## src/hw/rtl/pwm_pkg.sv

```systemverilog
// ----------------------------------------------------------------------------
// pwm_pkg
// shared types, constants and helpers of the two-level page walk memory
// ----------------------------------------------------------------------------
package pwm_pkg;

   localparam int MEM_BYTES = 65536;
   localparam int ADDR_W    = $clog2(MEM_BYTES);
   localparam int ROW_W     = ADDR_W - 2;
   localparam int ROWS      = (MEM_BYTES + 3) / 4;
   localparam int CSR_ADDR_W = 3;

   localparam logic [31:0] FRAME_MASK   = 32'hffff_f000;
   localparam logic [31:0] ENT_ACCESSED = 32'h0000_0020;
   localparam logic [31:0] ENT_DIRTY    = 32'h0000_0040;
   localparam int          ENT_PRESENT_BIT = 0;

   localparam logic [2:0] LEN_ENTRY = 3'd4;

   localparam logic REG_PAGING = 1'b0;
   localparam logic REG_PDB    = 1'b1;

   localparam logic FUNC_WRITE = 1'b1;

   typedef enum logic [1:0] {
      FAULT_NONE  = 2'd0,
      FAULT_DIR   = 2'd1,
      FAULT_TABLE = 2'd2,
      FAULT_RANGE = 2'd3
   } fault_type;

   typedef enum logic [3:0] {
      ST_IDLE,
      ST_START,
      ST_PDE,
      ST_PTE,
      ST_PDE_WR,
      ST_PTE_WR,
      ST_DATA,
      ST_RDATA,
      ST_DONE
   } walk_state_type;

   typedef struct packed {
      logic        func;
      logic [31:0] vaddr;
      logic [2:0]  size_bytes;
      logic [31:0] wdata;
   } req_item_type;

   typedef struct packed {
      logic [31:0] rdata;
      logic [31:0] phys_addr;
      fault_type   fault;
   } rsp_item_type;

   typedef struct packed {
      logic        paging_enable;
      logic [31:0] page_dir_base;
   } cfg_type;

   typedef struct packed {
      logic              we;
      logic [ADDR_W-1:0] addr;
      logic [2:0]        len;
      logic [31:0]       wdata;
   } mem_req_type;

   function automatic logic in_range(logic [31:0] addr, logic [2:0] len);
      return ({1'b0, addr} + 33'(len)) <= 33'(MEM_BYTES);
   endfunction

   function automatic logic [2:0] norm_len(logic [2:0] size);
      logic [2:0] n;
      n = size;
      if (size == 3'd0) begin
         n = 3'd1;
      end else if (size > 3'd4) begin
         n = 3'd4;
      end
      return n;
   endfunction

   function automatic logic [31:0] len_mask(logic [2:0] len);
      logic [31:0] m;
      case (len)
         3'd1:    m = 32'h0000_00ff;
         3'd2:    m = 32'h0000_ffff;
         3'd3:    m = 32'h00ff_ffff;
         default: m = 32'hffff_ffff;
      endcase
      return m;
   endfunction

endpackage

```

## src/hw/rtl/pwm_walk.sv

```systemverilog
// ----------------------------------------------------------------------------
// pwm_walk
// access sequencer: directory and table entry reads, entry write-back and
// the data access, all through the single memory port
// ----------------------------------------------------------------------------
module pwm_walk (
   input  logic                  clock,
   input  logic                  reset,
   input  pwm_pkg::cfg_type      cfg,
   input  logic                  req_valid,
   output logic                  req_ready,
   input  pwm_pkg::req_item_type req_item,
   output logic                  res_valid,
   input  logic                  res_ready,
   output pwm_pkg::rsp_item_type res_item,
   output pwm_pkg::mem_req_type  mem_req,
   input  logic [31:0]           mem_rdata
);

   pwm_pkg::walk_state_type state_ff, state_in;

   logic                func_ff, func_in;
   logic [31:0]         vaddr_ff, vaddr_in;
   logic [2:0]          len_ff, len_in;
   logic [31:0]         wdata_ff, wdata_in;
   logic [31:0]         pde_a_ff, pde_a_in;
   logic [31:0]         pte_a_ff, pte_a_in;
   logic [31:0]         pde_ff, pde_in;
   logic [31:0]         pte_ff, pte_in;
   logic [31:0]         pa_ff, pa_in;
   logic [31:0]         rdata_ff, rdata_in;
   pwm_pkg::fault_type  fault_ff, fault_in;

   logic [31:0] pde_a;
   logic [31:0] pte_a;
   logic [31:0] pa_walk;
   logic        pde_a_ok;
   logic        pte_a_ok;
   logic        pa_walk_ok;
   logic        va_ok;
   logic        present;

   assign pde_a      = {cfg.page_dir_base[31:12], vaddr_ff[31:22], 2'b00};
   assign pte_a      = {mem_rdata[31:12], vaddr_ff[21:12], 2'b00};
   assign pa_walk    = {mem_rdata[31:12], vaddr_ff[11:0]};
   assign pde_a_ok   = pwm_pkg::in_range(pde_a, pwm_pkg::LEN_ENTRY);
   assign pte_a_ok   = pwm_pkg::in_range(pte_a, pwm_pkg::LEN_ENTRY);
   assign pa_walk_ok = pwm_pkg::in_range(pa_walk, len_ff);
   assign va_ok      = pwm_pkg::in_range(vaddr_ff, len_ff);
   assign present    = mem_rdata[pwm_pkg::ENT_PRESENT_BIT];

   // next state
   always_comb begin
      state_in = state_ff;
      case (state_ff)
         pwm_pkg::ST_IDLE: begin
            if (req_valid) begin
               state_in = pwm_pkg::ST_START;
            end
         end
         pwm_pkg::ST_START: begin
            if (cfg.paging_enable) begin
               state_in = pde_a_ok ? pwm_pkg::ST_PDE : pwm_pkg::ST_DONE;
            end else begin
               state_in = va_ok ? pwm_pkg::ST_DATA : pwm_pkg::ST_DONE;
            end
         end
         pwm_pkg::ST_PDE: begin
            state_in = (present && pte_a_ok) ? pwm_pkg::ST_PTE : pwm_pkg::ST_DONE;
         end
         pwm_pkg::ST_PTE: begin
            state_in = (present && pa_walk_ok) ? pwm_pkg::ST_PDE_WR : pwm_pkg::ST_DONE;
         end
         pwm_pkg::ST_PDE_WR: state_in = pwm_pkg::ST_PTE_WR;
         pwm_pkg::ST_PTE_WR: state_in = pwm_pkg::ST_DATA;
         pwm_pkg::ST_DATA: begin
            state_in = (func_ff == pwm_pkg::FUNC_WRITE) ? pwm_pkg::ST_DONE
                                                        : pwm_pkg::ST_RDATA;
         end
         pwm_pkg::ST_RDATA: state_in = pwm_pkg::ST_DONE;
         pwm_pkg::ST_DONE: begin
            if (res_ready) begin
               state_in = pwm_pkg::ST_IDLE;
            end
         end
         default: state_in = pwm_pkg::ST_IDLE;
      endcase
   end

   // datapath and memory port
   always_comb begin
      func_in  = func_ff;
      vaddr_in = vaddr_ff;
      len_in   = len_ff;
      wdata_in = wdata_ff;
      pde_a_in = pde_a_ff;
      pte_a_in = pte_a_ff;
      pde_in   = pde_ff;
      pte_in   = pte_ff;
      pa_in    = pa_ff;
      rdata_in = rdata_ff;
      fault_in = fault_ff;

      mem_req.we    = 1'b0;
      mem_req.addr  = pa_ff[pwm_pkg::ADDR_W-1:0];
      mem_req.len   = pwm_pkg::LEN_ENTRY;
      mem_req.wdata = wdata_ff;

      req_ready = (state_ff == pwm_pkg::ST_IDLE);
      res_valid = (state_ff == pwm_pkg::ST_DONE);

      case (state_ff)
         pwm_pkg::ST_IDLE: begin
            if (req_valid) begin
               func_in  = req_item.func;
               vaddr_in = req_item.vaddr;
               len_in   = pwm_pkg::norm_len(req_item.size_bytes);
               wdata_in = req_item.wdata;
               rdata_in = '0;
               fault_in = pwm_pkg::FAULT_NONE;
            end
         end
         pwm_pkg::ST_START: begin
            if (cfg.paging_enable) begin
               pde_a_in     = pde_a;
               mem_req.addr = pde_a[pwm_pkg::ADDR_W-1:0];
               if (!pde_a_ok) begin
                  pa_in    = pde_a;
                  fault_in = pwm_pkg::FAULT_RANGE;
               end
            end else begin
               pa_in = vaddr_ff;
               if (!va_ok) begin
                  fault_in = pwm_pkg::FAULT_RANGE;
               end
            end
         end
         pwm_pkg::ST_PDE: begin
            pde_in       = mem_rdata | pwm_pkg::ENT_ACCESSED;
            pte_a_in     = pte_a;
            mem_req.addr = pte_a[pwm_pkg::ADDR_W-1:0];
            if (!present) begin
               pa_in    = pde_a_ff;
               fault_in = pwm_pkg::FAULT_DIR;
            end else if (!pte_a_ok) begin
               pa_in    = pte_a;
               fault_in = pwm_pkg::FAULT_RANGE;
            end
         end
         pwm_pkg::ST_PTE: begin
            pte_in = mem_rdata | pwm_pkg::ENT_ACCESSED |
                     ((func_ff == pwm_pkg::FUNC_WRITE) ? pwm_pkg::ENT_DIRTY : 32'h0);
            if (!present) begin
               pa_in    = pte_a_ff;
               fault_in = pwm_pkg::FAULT_TABLE;
            end else begin
               pa_in = pa_walk;
               if (!pa_walk_ok) begin
                  fault_in = pwm_pkg::FAULT_RANGE;
               end
            end
         end
         pwm_pkg::ST_PDE_WR: begin
            mem_req.we    = 1'b1;
            mem_req.addr  = pde_a_ff[pwm_pkg::ADDR_W-1:0];
            mem_req.wdata = pde_ff;
         end
         pwm_pkg::ST_PTE_WR: begin
            mem_req.we    = 1'b1;
            mem_req.addr  = pte_a_ff[pwm_pkg::ADDR_W-1:0];
            mem_req.wdata = pte_ff;
         end
         pwm_pkg::ST_DATA: begin
            mem_req.we  = (func_ff == pwm_pkg::FUNC_WRITE);
            mem_req.len = len_ff;
         end
         pwm_pkg::ST_RDATA: begin
            rdata_in = mem_rdata & pwm_pkg::len_mask(len_ff);
         end
         pwm_pkg::ST_DONE: begin
         end
         default: begin
         end
      endcase

      res_item.rdata     = rdata_ff;
      res_item.phys_addr = pa_ff;
      res_item.fault     = fault_ff;
   end

   always_ff @(posedge clock) begin
      if (reset) begin
         state_ff <= pwm_pkg::ST_IDLE;
      end else begin
         state_ff <= state_in;
      end
   end

   always_ff @(posedge clock) begin
      func_ff  <= func_in;
      vaddr_ff <= vaddr_in;
      len_ff   <= len_in;
      wdata_ff <= wdata_in;
      pde_a_ff <= pde_a_in;
      pte_a_ff <= pte_a_in;
      pde_ff   <= pde_in;
      pte_ff   <= pte_in;
      pa_ff    <= pa_in;
      rdata_ff <= rdata_in;
      fault_ff <= fault_in;
   end

`ifndef ASSERT_OFF
   a_write_states: assert property (@(posedge clock) disable iff (reset)
      mem_req.we |-> (state_ff == pwm_pkg::ST_PDE_WR || state_ff == pwm_pkg::ST_PTE_WR ||
                      state_ff == pwm_pkg::ST_DATA))
      else $error("memory write outside a write state");

   a_wb_order: assert property (@(posedge clock) disable iff (reset)
      state_ff == pwm_pkg::ST_PDE_WR |=> state_ff == pwm_pkg::ST_PTE_WR)
      else $error("table entry write-back does not follow directory write-back");

   a_fault_no_data: assert property (@(posedge clock) disable iff (reset)
      (res_valid && res_item.fault != pwm_pkg::FAULT_NONE) |-> res_item.rdata == '0)
      else $error("faulted transaction carries read data");

   a_accept_start: assert property (@(posedge clock) disable iff (reset)
      (req_valid && req_ready) |=> state_ff == pwm_pkg::ST_START)
      else $error("accepted transaction did not start");
`endif

endmodule

```

## config.mk

```make
export PLATFORM = sky130hd
export DESIGN_NAME = pwm_walk
export DESIGN_NICKNAME = d
export VERILOG_FILES = /design/src/hw/rtl/pwm_pkg.sv /design/src/hw/rtl/pwm_walk.sv
export SDC_FILE = /design/constraint.sdc
export NUM_CORES = 1
export LEC_CHECK = 0
export ABC_CLOCK_PERIOD_IN_PS = 5500
export BUFFER_PORTS_ARGS = -buffer_cell sky130_fd_sc_hd__buf_2
export CAP_MARGIN = 10
export CORE_ASPECT_RATIO = 1.2
export CORE_MARGIN = 10
export CORE_UTILIZATION = 59
export CTS_CLUSTER_DIAMETER = 100
export DETAILED_ROUTE_END_ITERATION = 16
export GPL_TIMING_DRIVEN = 0
export PLACE_DENSITY = 0.85
export SKIP_LAST_GASP = 1
export SLEW_MARGIN = 10
export SYNTH_ARGS = -nofsm -noshare
export SYNTH_HDL_FRONTEND = slang
export SYNTH_SLANG_ARGS = --single-unit
```

## constraint.sdc

```tcl
create_clock -name clock -period 5.5 [get_ports clock]
set_clock_uncertainty 0.05 [all_clocks]
set_input_delay 0.275 -clock clock [delete_from_list [all_inputs] [get_ports clock]]
set_output_delay 0.275 -clock clock [all_outputs]
set_load 0.01 [all_outputs]
```

==> flow_summary.yaml, run 1 <==
synthesis:
  synth_warnings: 0
  synth_area_sq_mm: 0.0120
  synth-seq-cells: 240
  synthArstFlopShare: 0
  synth_top_cells_by_count: "236 x edfxtp_1, 116 x nand2_1, 69 x a22oi_1, 65 x nand3_1, 62 x clkbuf_1"
  yosysMostFrequentCell: "edfxtp_1"
  synth_cell_type_count: 66
  ys_seq_area_frac: 0.596
  yosysTopAreaCellShare: 0.589
  synthCells: 1041
  synth-edff-count: 236
  ys.flop_type: "edfxtp_1"
  synth_top_area_cell: "edfxtp_1"
  synth.area.top_cells: "edfxtp_1 59%, a22oi_1 4.3%, mux2i_1 3.9%, nand2_1 3.6%, nand3_1 2.7%"
  syn_nets: 1184
  syn_avg_cell_area_sq_um: 11.6
placed_design:
  dp_hpwl_um: 31000
  post-place-ws_ns: 1.32
  place.gp.congestion: 0.980
  numPortBuffers: 243
final_layout:
  area_growth_pct: 29.9
  fill_cells: 1232
  drive_gt1_frac: 0.224
  layout.nets: 1572
worst_setup_path:
  endpoint: "fault_ff[1]$_DFFE_PP_"
  worstReg2RegEnd: "pa_ff[6]$_DFFE_PP_"
  critPathMaxFanout: 10
  start_kind: "input port"
  rr_worst_depth: 9
  required_ns: 5.73
  r2r_slack_ns: 1.22
  cp-end-kind: "flip-flop"
  setup.worst_path.class: "input port to flip-flop"
  crit_start: "mem_rdata[14]"
  critPathArrivalTime_ns: 4.63
  reg2reg_from: "vaddr_ff[24]$_DFFE_PP_"
global_route:
  grt_max_degree: 51
  antenna_found_initial: 4
  grt-ovfl-total: 0
  grt_pass1_vias: 11400
  grt_pass1_wl_um: 68800
  grt_util_all_layers: 0.339
routing:
  antenna_left: 0
  first_pass_iters: 8
  drc_errors: 0
  via_count: 11200
  post_drt_wl_per_cell_um: 27.2
  viasPerCell: 6.56
  wirelength_um: 46500
  drt_iter0_markers: 1587
floorplanning:
  start_util: 0.596
  fp-row-count: 57
  die_y_um: 176
  io_pins: 257
  dieArea_sq_mm: 0.0265
  core_area_sq_mm: 0.0202
  fp.dieW_um: 150
sta:
  max_clock_freq_ghz: 0.227
  grt_setup_unrepaired: "false"
  fin_tns_setup_ns: 0
  worstMarginPinSlew_ns: 1.24
  final_hold_viol_count: 0
  finalSetupViolCount: 0
  worst_hold_slack_ns: 0.0283
  period_share: 0.800
  slew-limit-headroom: 0.164
  drv_slew: 0
  fin_ws_ns: 1.10
  finalCriticalPeriod_ns: 4.40
outcome:
  outcome: "completed"
clock_network:
  numCtsBuffers: 24
  cts_tree: "yes"
  clock_sinks: 240
  cts_buffer_depth: 3
  cts-root-buf: "clkbuf_16"
  clk_pin_slew_ns: 0.07
  h-tree-depth: 1
  clk_latency_ns: 0.55
  cts_resized: 0
pwr:
  pwr-share-clk: 0.366
  power_switching_mw: 1.24
  p_seq_frac: 0.480
  p_leak_nw: 5.83
  peakVddDrop_mv: 0.302
  switching_share: 0.269
  p_comb_frac: 0.154
  p_int_mw: 3.36
  power_mw: 4.60
  power_density_mw_per_mm2: 294
hold_path:
  hp-class: "input port to flip-flop"
flow_run:
  cap_violations: 0
state kept, by name, summed over array words and instances (netlist names):
register  count
state_ff      4
wdata_ff     32
pde_ff       31
len_ff        3
pde_a_ff     30
fault_ff      2
pte_ff       31
pa_ff        32
rdata_ff     32
func_ff       1
pte_a_ff     10
vaddr_ff     32
worst max-delay path: stages:
cell           delay (ns)
dlygate4sd3_1        0.54
buf_2                0.13
clkbuf_1             0.74
nand3_1              0.30
nor4_1               0.70
nand4_1              0.19
xor2_1               0.21
or4bb_1              0.51
a2111oi_0            0.51
nand4_1              0.21
and4_1               0.29
layer usage:
layer,vias to the layer above,wire [um],global-route usage
met3,187,5500,0.0735
met1,5283,15800,0.406
li1,4797,-,-
met5,-,0,0
met4,0,2770,0.187
met2,966,22400,0.559
how the worst min path moves through the flow:
stage | from | to | slack [ns] | cells after the start
floorplan | req_item[67] | func_ff$_DFFE_PP_ | 0.32 | 0
detailed placement | vaddr_ff[18]$_DFFE_PP_ | pte_a_ff[8]$_DFFE_PP_ | 0.38 | 0
global route | mem_rdata[22] | pde_ff[22]$_DFFE_PP_ | 0.02 | 1
finish | reset | state_ff[3]$_SDFFE_PP0P_ | 0.03 | 3
CTS | cfg[21] | pde_a_ff[21]$_DFFE_PP_ | 0.009 | 1
global placement | vaddr_ff[18]$_DFFE_PP_ | pte_a_ff[8]$_DFFE_PP_ | 0.38 | 0
power groups by stage:
| stage | logic (mW) | registers, mW | clock network [mW] |
|---|---|---|---|
| 2_1_floorplan | 0.305 | 2.25 | 0 |
| 3_3_place_gp | 0.589 | 2.24 | 0 |
| 3_5_place_dp | 0.616 | 2.24 | 0 |
| 4_1_cts | 0.685 | 2.20 | 1.66 |
| 5_1_grt | 0.753 | 2.21 | 1.75 |
| 6_report | 0.710 | 2.21 | 1.68 |
cells by family (layout without fill, tap and decap cells):
family / count (synthesis) / count (layout) / synth area share
simple gates: 402 / 402 / 0.173
xor+xnor: 24 / 24 / 0.0175
other cells: 0 / 3 / 0
compound gates: 219 / 219 / 0.127
flops: 240 / 240 / 0.596
mux: 52 / 52 / 0.0447
buf+inv: 98 / 501 / 0.0345
fa+ha+maj: 6 / 6 / 0.00687
cell usage in the layout, fill, tap and decap left out, types with 5 or more instances in the layout:
| cell | instances |
|---|---|
| a311oi_1 | 7 |
| nor3b_1 | 8 |
| nand2_1 | 116 |
| buf_1 | 5 |
| a222oi_1 | 9 |
| nor3_1 | 23 |
| or4_1 | 7 |
| buf_4 | 7 |
| xnor2_1 | 15 |
| a211oi_1 | 5 |
| a31oi_1 | 10 |
| clkbuf_1 | 62 |
| nand2b_1 | 6 |
| clkbuf_2 | 6 |
| nor2_1 | 40 |
| inv_1 | 17 |
| edfxtp_1 | 236 |
| ha_1 | 5 |
| a21oi_1 | 13 |
| clkinv_2 | 5 |
| and4_1 | 6 |
| nor4_1 | 17 |
| o21ai_0 | 60 |
| or2_2 | 8 |
| xor2_1 | 9 |
| a22oi_1 | 69 |
| nand3_1 | 65 |
| buf_2 | 244 |
| and2_1 | 43 |
| mux2i_1 | 47 |
| and3_1 | 16 |
| clkbuf_16 | 24 |
| nand4_1 | 29 |
| or3_1 | 5 |
| dlygate4sd3_1 | 115 |
timing repair:
| action | in CTS | in global routing |
|---|---|---|
| hold buffers | 115 | 0 |
| setup buffers | 0 | 0 |
| endpoints found under the hold margin | 149 | 0 |
through the flow:
step | cell area (sq um) | std cells | util
after floorplan | 12000 | 1041 | -
after global placement | 13600 | 1549 | 0.673
after detailed placement | 13700 | 1553 | 0.678
after CTS | 15600 | 1709 | 0.774
after global routing | 15600 | 1712 | 0.774
final | 15600 | 1712 | 0.774
cell type report:
cell class | count | area, sq um | share of cell area
diodes | 3 | 7.51 | 0.000480
plain buffers | 81 | 358 | 0.0229
clock buffers | 27 | 612 | 0.0391
clock inverters | 14 | 171 | 0.0110
inverters | 17 | 63.8 | 0.00408
multi-input cells | 703 | 4460 | 0.285
flip-flops and latches | 240 | 7170 | 0.458
well taps | 265 | 332 | 0.0212
repair buffers | 362 | 2460 | 0.158
No activity file was read; power rests on OpenSTA's default activity.
==> inputs of run 2 (changes only) <==
--- a/config.mk
+++ b/config.mk
@@ -5,16 +5,16 @@
 export SDC_FILE = /design/constraint.sdc
 export NUM_CORES = 1
 export LEC_CHECK = 0
-export ABC_CLOCK_PERIOD_IN_PS = 5500
+export ABC_CLOCK_PERIOD_IN_PS = 4000
 export BUFFER_PORTS_ARGS = -buffer_cell sky130_fd_sc_hd__buf_2
 export CAP_MARGIN = 10
 export CORE_ASPECT_RATIO = 1.2
 export CORE_MARGIN = 10
-export CORE_UTILIZATION = 59
+export CORE_UTILIZATION = 50
 export CTS_CLUSTER_DIAMETER = 100
 export DETAILED_ROUTE_END_ITERATION = 16
 export GPL_TIMING_DRIVEN = 0
-export PLACE_DENSITY = 0.85
+export PLACE_DENSITY = 0.77
 export SKIP_LAST_GASP = 1
 export SLEW_MARGIN = 10
 export SYNTH_ARGS = -nofsm -noshare
==> constraint.sdc (replaced) <==
create_clock -name clock -period 4 [get_ports clock]
set_clock_uncertainty 0.05 [all_clocks]
set_input_delay 0.2 -clock clock [delete_from_list [all_inputs] [get_ports clock]]
set_output_delay 0.2 -clock clock [all_outputs]
set_load 0.01 [all_outputs]
==> flow_summary.yaml, run 2 (synthesized netlist as in run 1, its figures left out) <==
clock_network:
  cts_buffer_depth: 3
  numCtsBuffers: 24
  cts-root-buf: "clkbuf_16"
  clk_latency_ns: 0.55
  clock_sinks: 240
  h-tree-depth: 1
  cts_tree: "yes"
  clk_pin_slew_ns: 0.07
floorplanning:
  start_util: 0.505
  fp.dieW_um: 162
  die_y_um: 190
  core_area_sq_mm: 0.0238
  io_pins: 257
  fp-row-count: 62
  dieArea_sq_mm: 0.0307
global_route:
  grt_util_all_layers: 0.280
  grt_pass1_vias: 11000
  grt_max_degree: 51
  antenna_found_initial: 2
  grt_pass1_wl_um: 66800
  grt-ovfl-total: 0
worst_setup_path:
  critPathMaxFanout: 10
  start_kind: "flip-flop"
  worstReg2RegEnd: "fault_ff[1]$_DFFE_PP_"
  max_stage_delay_ns: 0.56
  critPathArrivalTime_ns: 4.14
  r2r_slack_ns: 0.11
  cp-end-kind: "flip-flop"
  required_ns: 4.25
  slowest_stage: "or4_1"
  crit_chain: "ha_1, fa_1, a21oi_1, nor4_1, buf_4, a31oi_1, o22ai_1, or4_1, or4_1, or2_1, and4_1"
  crit_top_cell: "or4_1"
  rr_worst_depth: 11
  reg2reg_from: "len_ff[0]$_SDFFCE_PN1P_"
  setup.worst_path.class: "flip-flop to flip-flop"
placed_design:
  numPortBuffers: 243
  place.gp.congestion: 0.971
  dp_hpwl_um: 30700
sta:
  slew-limit-headroom: 0.185
  drv_slew: 0
  finalCriticalPeriod_ns: 3.89
  max_clock_freq_ghz: 0.257
  grt_setup_unrepaired: "false"
  worst_hold_slack_ns: 0.127
  final_hold_viol_count: 0
  period_share: 0.973
  worstMarginPinSlew_ns: 1.21
  finalSetupViolCount: 0
routing:
  post_drt_wl_per_cell_um: 25.2
  antenna_left: 0
  via_count: 11000
  viasPerCell: 6.21
  drc_errors: 0
  drt_iter0_markers: 1457
  first_pass_iters: 7
  wirelength_um: 44700
final_layout:
  final_common_cell: "buf_2"
  fill_cells: 1796
  multi_input_area_sq_mm: 0.00451
  final_cell_mix: "244 x buf_2, 236 x edfxtp_1, 122 x dlygate4sd3_1"
  layout.nets: 1578
  area_growth_pct: 32.0
  register_area_sq_mm: 0.00717
  drive_gt1_frac: 0.233
  fin_util: 0.667
hold_path:
  holdPathStages: 5
  hp-start: "cfg[32]"
  hp-class: "input port to flip-flop"
  holdPathEnd: "state_ff[3]$_SDFFE_PP0P_"
pwr:
  pwr-share-clk: 0.379
  peakVddDrop_mv: 0.459
  power_density_mw_per_mm2: 406
  p_seq_frac: 0.470
  switching_share: 0.261
  p_int_mw: 4.76
  power_switching_mw: 1.68
  p_leak_nw: 5.90
  p_comb_frac: 0.151
outcome:
  outcome: "completed"
flow_run:
  cap_violations: 0
## run 2: cell types whose count changed in the layout (fill, tap and decap cells not counted), moves of 4 or more
cell           previous run  this run
nor3_1                   23        19
nor3_2                    1         5
clkbuf_1                 62        57
dlygate4sd3_1           115       122
## run 2: worst max path at each step
| stage | slack, ns | start | end | cells past startpoint |
|---|---|---|---|---|
| floorplan | 0.33 | vaddr_ff[23]$_DFFE_PP_ | pa_ff[0]$_DFFE_PP_ | 9 |
| global placement | -0.76 | vaddr_ff[24]$_DFFE_PP_ | pa_ff[18]$_DFFE_PP_ | 8 |
| detailed placement | -0.15 | mem_rdata[23] | fault_ff[0]$_DFFE_PP_ | 10 |
| CTS | 0.004 | len_ff[0]$_SDFFCE_PN1P_ | fault_ff[1]$_DFFE_PP_ | 11 |
| global route | 0.007 | len_ff[0]$_SDFFCE_PN1P_ | fault_ff[0]$_DFFE_PP_ | 11 |
| finish | 0.11 | len_ff[0]$_SDFFCE_PN1P_ | fault_ff[1]$_DFFE_PP_ | 11 |
## run 2: power groups by stage
stage | logic [mW] | clock network (mW) | registers [mW]
2_1_floorplan | 0.419 | 0 | 3.09
3_3_place_gp | 0.808 | 0 | 3.09
3_5_place_dp | 0.837 | 0 | 3.08
4_1_cts | 0.947 | 2.45 | 3.02
5_1_grt | 1.04 | 2.56 | 3.04
6_report | 0.973 | 2.44 | 3.03
## run 2: layer usage
metal | global-route usage | wire length [um] | up-vias
li1 | - | - | 4827
met1 | 0.336 | 16000 | 5189
met2 | 0.467 | 21200 | 856
met3 | 0.0666 | 5090 | 146
met4 | 0.136 | 2370 | 0
met5 | 0 | 0 | -
## run 2: metrics by stage
step / area (sq um) / power [mW] / setup slack, ns / setup TNS (ns) / std cells
6_report: 15900 / 6.44 / 0.108 / 0 / 1774
5_1_grt: 15900 / 6.63 / 0.00734 / 0 / 1774
4_1_cts: 15800 / 6.42 / 0.00412 / 0 / 1775
3_5_place_dp: 13700 / 3.92 / -0.153 / -2.77 / 1608
3_3_place_gp: 13600 / 3.89 / -0.761 / -50.81 / 1604
2_1_floorplan: 12000 / 3.51 / 0.334 / 0 / 1041
## run 2: worst max-delay path: cells and delay by family, from the launching register on
| family | cells | cell delay, ns |
|---|---|---|
| AO/OA/AOI/OAI | 3 | 0.54 |
| flip-flops | 1 | 0.47 |
| buffers and inverters | 1 | 0.21 |
| adder cells (fa/ha/maj) | 2 | 0.68 |
| AND/OR/NAND/NOR | 5 | 1.68 |
## run 2: final cells by class
cell class / instances / area share
antenna: 2 / 0.000315
multi-input combinational: 703 / 0.284
timing repair buffer: 372 / 0.160
buffer: 77 / 0.0216
clock buffer: 26 / 0.0383
clock inverter: 17 / 0.0154
inverter: 17 / 0.00402
tap: 320 / 0.0252
sequential: 240 / 0.451
## run 2: repair_timing
item                                    in CTS  in global routing
hold endpoints to repair                   162                  0
endpoints found under the setup margin      27                 45
hold buffers                               122                  0
setup buffers                                2                  1
gates resized for setup                      2                  9
==> inputs of run 3 (changes only) <==
--- a/config.mk
+++ b/config.mk
@@ -5,16 +5,15 @@
 export SDC_FILE = /design/constraint.sdc
 export NUM_CORES = 1
 export LEC_CHECK = 0
-export ABC_CLOCK_PERIOD_IN_PS = 4000
+export ABC_CLOCK_PERIOD_IN_PS = 3700
 export BUFFER_PORTS_ARGS = -buffer_cell sky130_fd_sc_hd__buf_2
 export CAP_MARGIN = 10
 export CORE_ASPECT_RATIO = 1.2
-export CORE_MARGIN = 10
-export CORE_UTILIZATION = 50
+export CORE_UTILIZATION = 55
 export CTS_CLUSTER_DIAMETER = 100
 export DETAILED_ROUTE_END_ITERATION = 16
 export GPL_TIMING_DRIVEN = 0
-export PLACE_DENSITY = 0.77
+export PLACE_DENSITY = 0.8
 export SKIP_LAST_GASP = 1
 export SLEW_MARGIN = 10
 export SYNTH_ARGS = -nofsm -noshare
==> constraint.sdc (replaced) <==
create_clock -name clock -period 3.7 [get_ports clock]
set_clock_uncertainty 0.05 [all_clocks]
set_input_delay 0.185 -clock clock [delete_from_list [all_inputs] [get_ports clock]]
set_output_delay 0.185 -clock clock [all_outputs]
set_load 0.01 [all_outputs]
==> flow_summary.yaml, run 3 (synthesized netlist as in run 1, its figures left out) <==
outcome:
  outcome: "completed"
routing:
  wirelength_um: 43700
  viasPerCell: 6.38
  drt_iter0_markers: 1277
  via_count: 11100
  first_pass_iters: 8
  antenna_left: 0
  drc_errors: 0
  post_drt_wl_per_cell_um: 25.1
floorplanning:
  core_area_sq_mm: 0.0212
  fp.dieW_um: 137
  die_y_um: 164
  dieArea_sq_mm: 0.0225
  start_util: 0.568
  fp-row-count: 58
  io_pins: 257
worst_setup_path:
  rr_worst_depth: 10
  path_delay_family: "simple AND/OR/NAND/NOR gates"
  cp.depth: 10
  start_kind: "flip-flop"
  crit_buf_inv: 3
  r2r_slack_ns: 0.05
  reg2reg_from: "vaddr_ff[27]$_DFFE_PP_"
  slowest_stage: "or4_2"
  endpoint: "pa_ff[20]$_DFFE_PP_"
  cp-end-kind: "flip-flop"
  required_ns: 3.89
  critPathMaxFanout: 26
  crit_start: "vaddr_ff[27]$_DFFE_PP_"
  crit_chain: "buf_4, nand4_4, or4_2, clkbuf_1, nor3_1, mux2i_1, a21oi_1, a32oi_1, and3_4, buf_12"
  setup.worst_path.class: "flip-flop to flip-flop"
  max_stage_delay_ns: 0.68
  worstReg2RegEnd: "pa_ff[20]$_DFFE_PP_"
  critPathArrivalTime_ns: 3.84
global_route:
  antenna_found_initial: 2
  grt_max_degree: 51
  grt_pass1_wl_um: 63200
  grt_pass1_vias: 10900
  grt-ovfl-total: 0
  grt_util_all_layers: 0.384
placed_design:
  place.gp.congestion: 0.958
  dp_cells: 1558
  numPortBuffers: 243
  dp_hpwl_um: 28800
clock_network:
  clock_sinks: 240
  clk_pin_slew_ns: 0.06
  cts_tree: "yes"
  cts-root-buf: "clkbuf_16"
  h-tree-depth: 1
  clk_latency_ns: 0.55
  numCtsBuffers: 25
  cts_buffer_depth: 3
flow_run:
  cap_violations: 0
pwr:
  peakVddDrop_mv: 0.475
  power_density_mw_per_mm2: 423
  p_leak_nw: 5.97
final_layout:
  fill_cells: 1409
  final_common_cell: "buf_2"
  layout.nets: 1596
  area_growth_pct: 32.8
  drive_gt1_frac: 0.248
  fin_util: 0.754
  fin_cells: 1741
  final_cell_mix: "246 x buf_2, 236 x edfxtp_1, 122 x dlygate4sd3_1"
sta:
  max_clock_freq_ghz: 0.274
  worstMarginPinSlew_ns: 0.911
  finalCriticalPeriod_ns: 3.65
  fin_tns_setup_ns: 0
  slew-limit-headroom: 0.392
  final_hold_viol_count: 0
  grt_setup_unrepaired: "true"
  drv_slew: 0
  finalSetupViolCount: 0
  period_share: 0.986
hold_path:
  hp-class: "input port to flip-flop"
## run 3: changes by cell type in the layout (fill, tap and decap cells not counted), sizes merged
cell and change:
clkbuf +2, inv +1, bufinv -4, clkinv -1, buf +19
## run 3: cell type report
| type | instances | area, sq um | area share |
|---|---|---|---|
| Tap cell | 270 | 338 | 0.0211 |
| Timing Repair Buffer | 388 | 2670 | 0.167 |
| Sequential cell | 240 | 7170 | 0.449 |
| Buffer | 78 | 367 | 0.0229 |
| Clock inverter | 13 | 116 | 0.00728 |
| Multi-Input combinational cell | 703 | 4610 | 0.288 |
| Antenna cell | 2 | 5.00 | 0.000313 |
| Clock buffer | 30 | 644 | 0.0403 |
| Inverter | 17 | 63.8 | 0.00399 |
## run 3: worst min-delay path by stage
stage | end | slack, ns | cells after the start | start
4_1_cts | state_ff[0]$_SDFFE_PP0P_ | 0.07 | 3 | req_valid
6_report | state_ff[3]$_SDFFE_PP0P_ | 0.09 | 5 | cfg[32]
3_3_place_gp | vaddr_ff[16]$_DFFE_PP_ | 0.31 | 1 | req_item[51]
3_5_place_dp | vaddr_ff[9]$_DFFE_PP_ | 0.31 | 1 | req_item[44]
2_1_floorplan | func_ff$_DFFE_PP_ | 0.23 | 0 | req_item[67]
5_1_grt | pa_ff[18]$_DFFE_PP_ | 0.10 | 3 | cfg[32]
## run 3: metal layers
| metal | GRT usage | part of all wire | vias to the layer above |
|---|---|---|---|
| li1 | - | - | 4844 |
| met1 | 0.451 | 0.35 | 5283 |
| met2 | 0.642 | 0.48 | 813 |
| met3 | 0.0873 | 0.11 | 169 |
| met4 | 0.226 | 0.064 | 0 |
| met5 | 0 | 0 | - |
## run 3: power breakdown
group	total [mW]	switching, mW	internal (mW)
sequential	3.27	0.0907	3.18
combinational	1.09	0.653	0.439
clock	2.39	1.07	1.32
total	6.76	1.82	4.94
## run 3: timing repair
action	4_1_cts	5_1_grt
endpoints found under the hold margin	163	0
hold buffers	122	0
pin swaps	2	6
buffers inserted	7	12
setup endpoints to repair	47	61
resized for setup	19	26
## run 3: tightest hold or removal path, cell delays in order
cell	delay, ns
buf_6	0.11
or4_1	0.11
or4_4	0.13
a211oi_1	0.06
o31ai_1	0.06
## run 3: metrics by stage
stage	area, sq um	power, mW	hold slack [ns]	setup slack [ns]
after floorplan	12000	3.79	0.234	0.0337
after global placement	13600	4.20	0.311	-1.04
after detailed placement	13700	4.23	0.313	-0.360
after CTS	15800	6.70	0.0678	0.0000617
after global routing	16000	6.93	0.101	-0.0682
final	16000	6.76	0.0941	0.0510
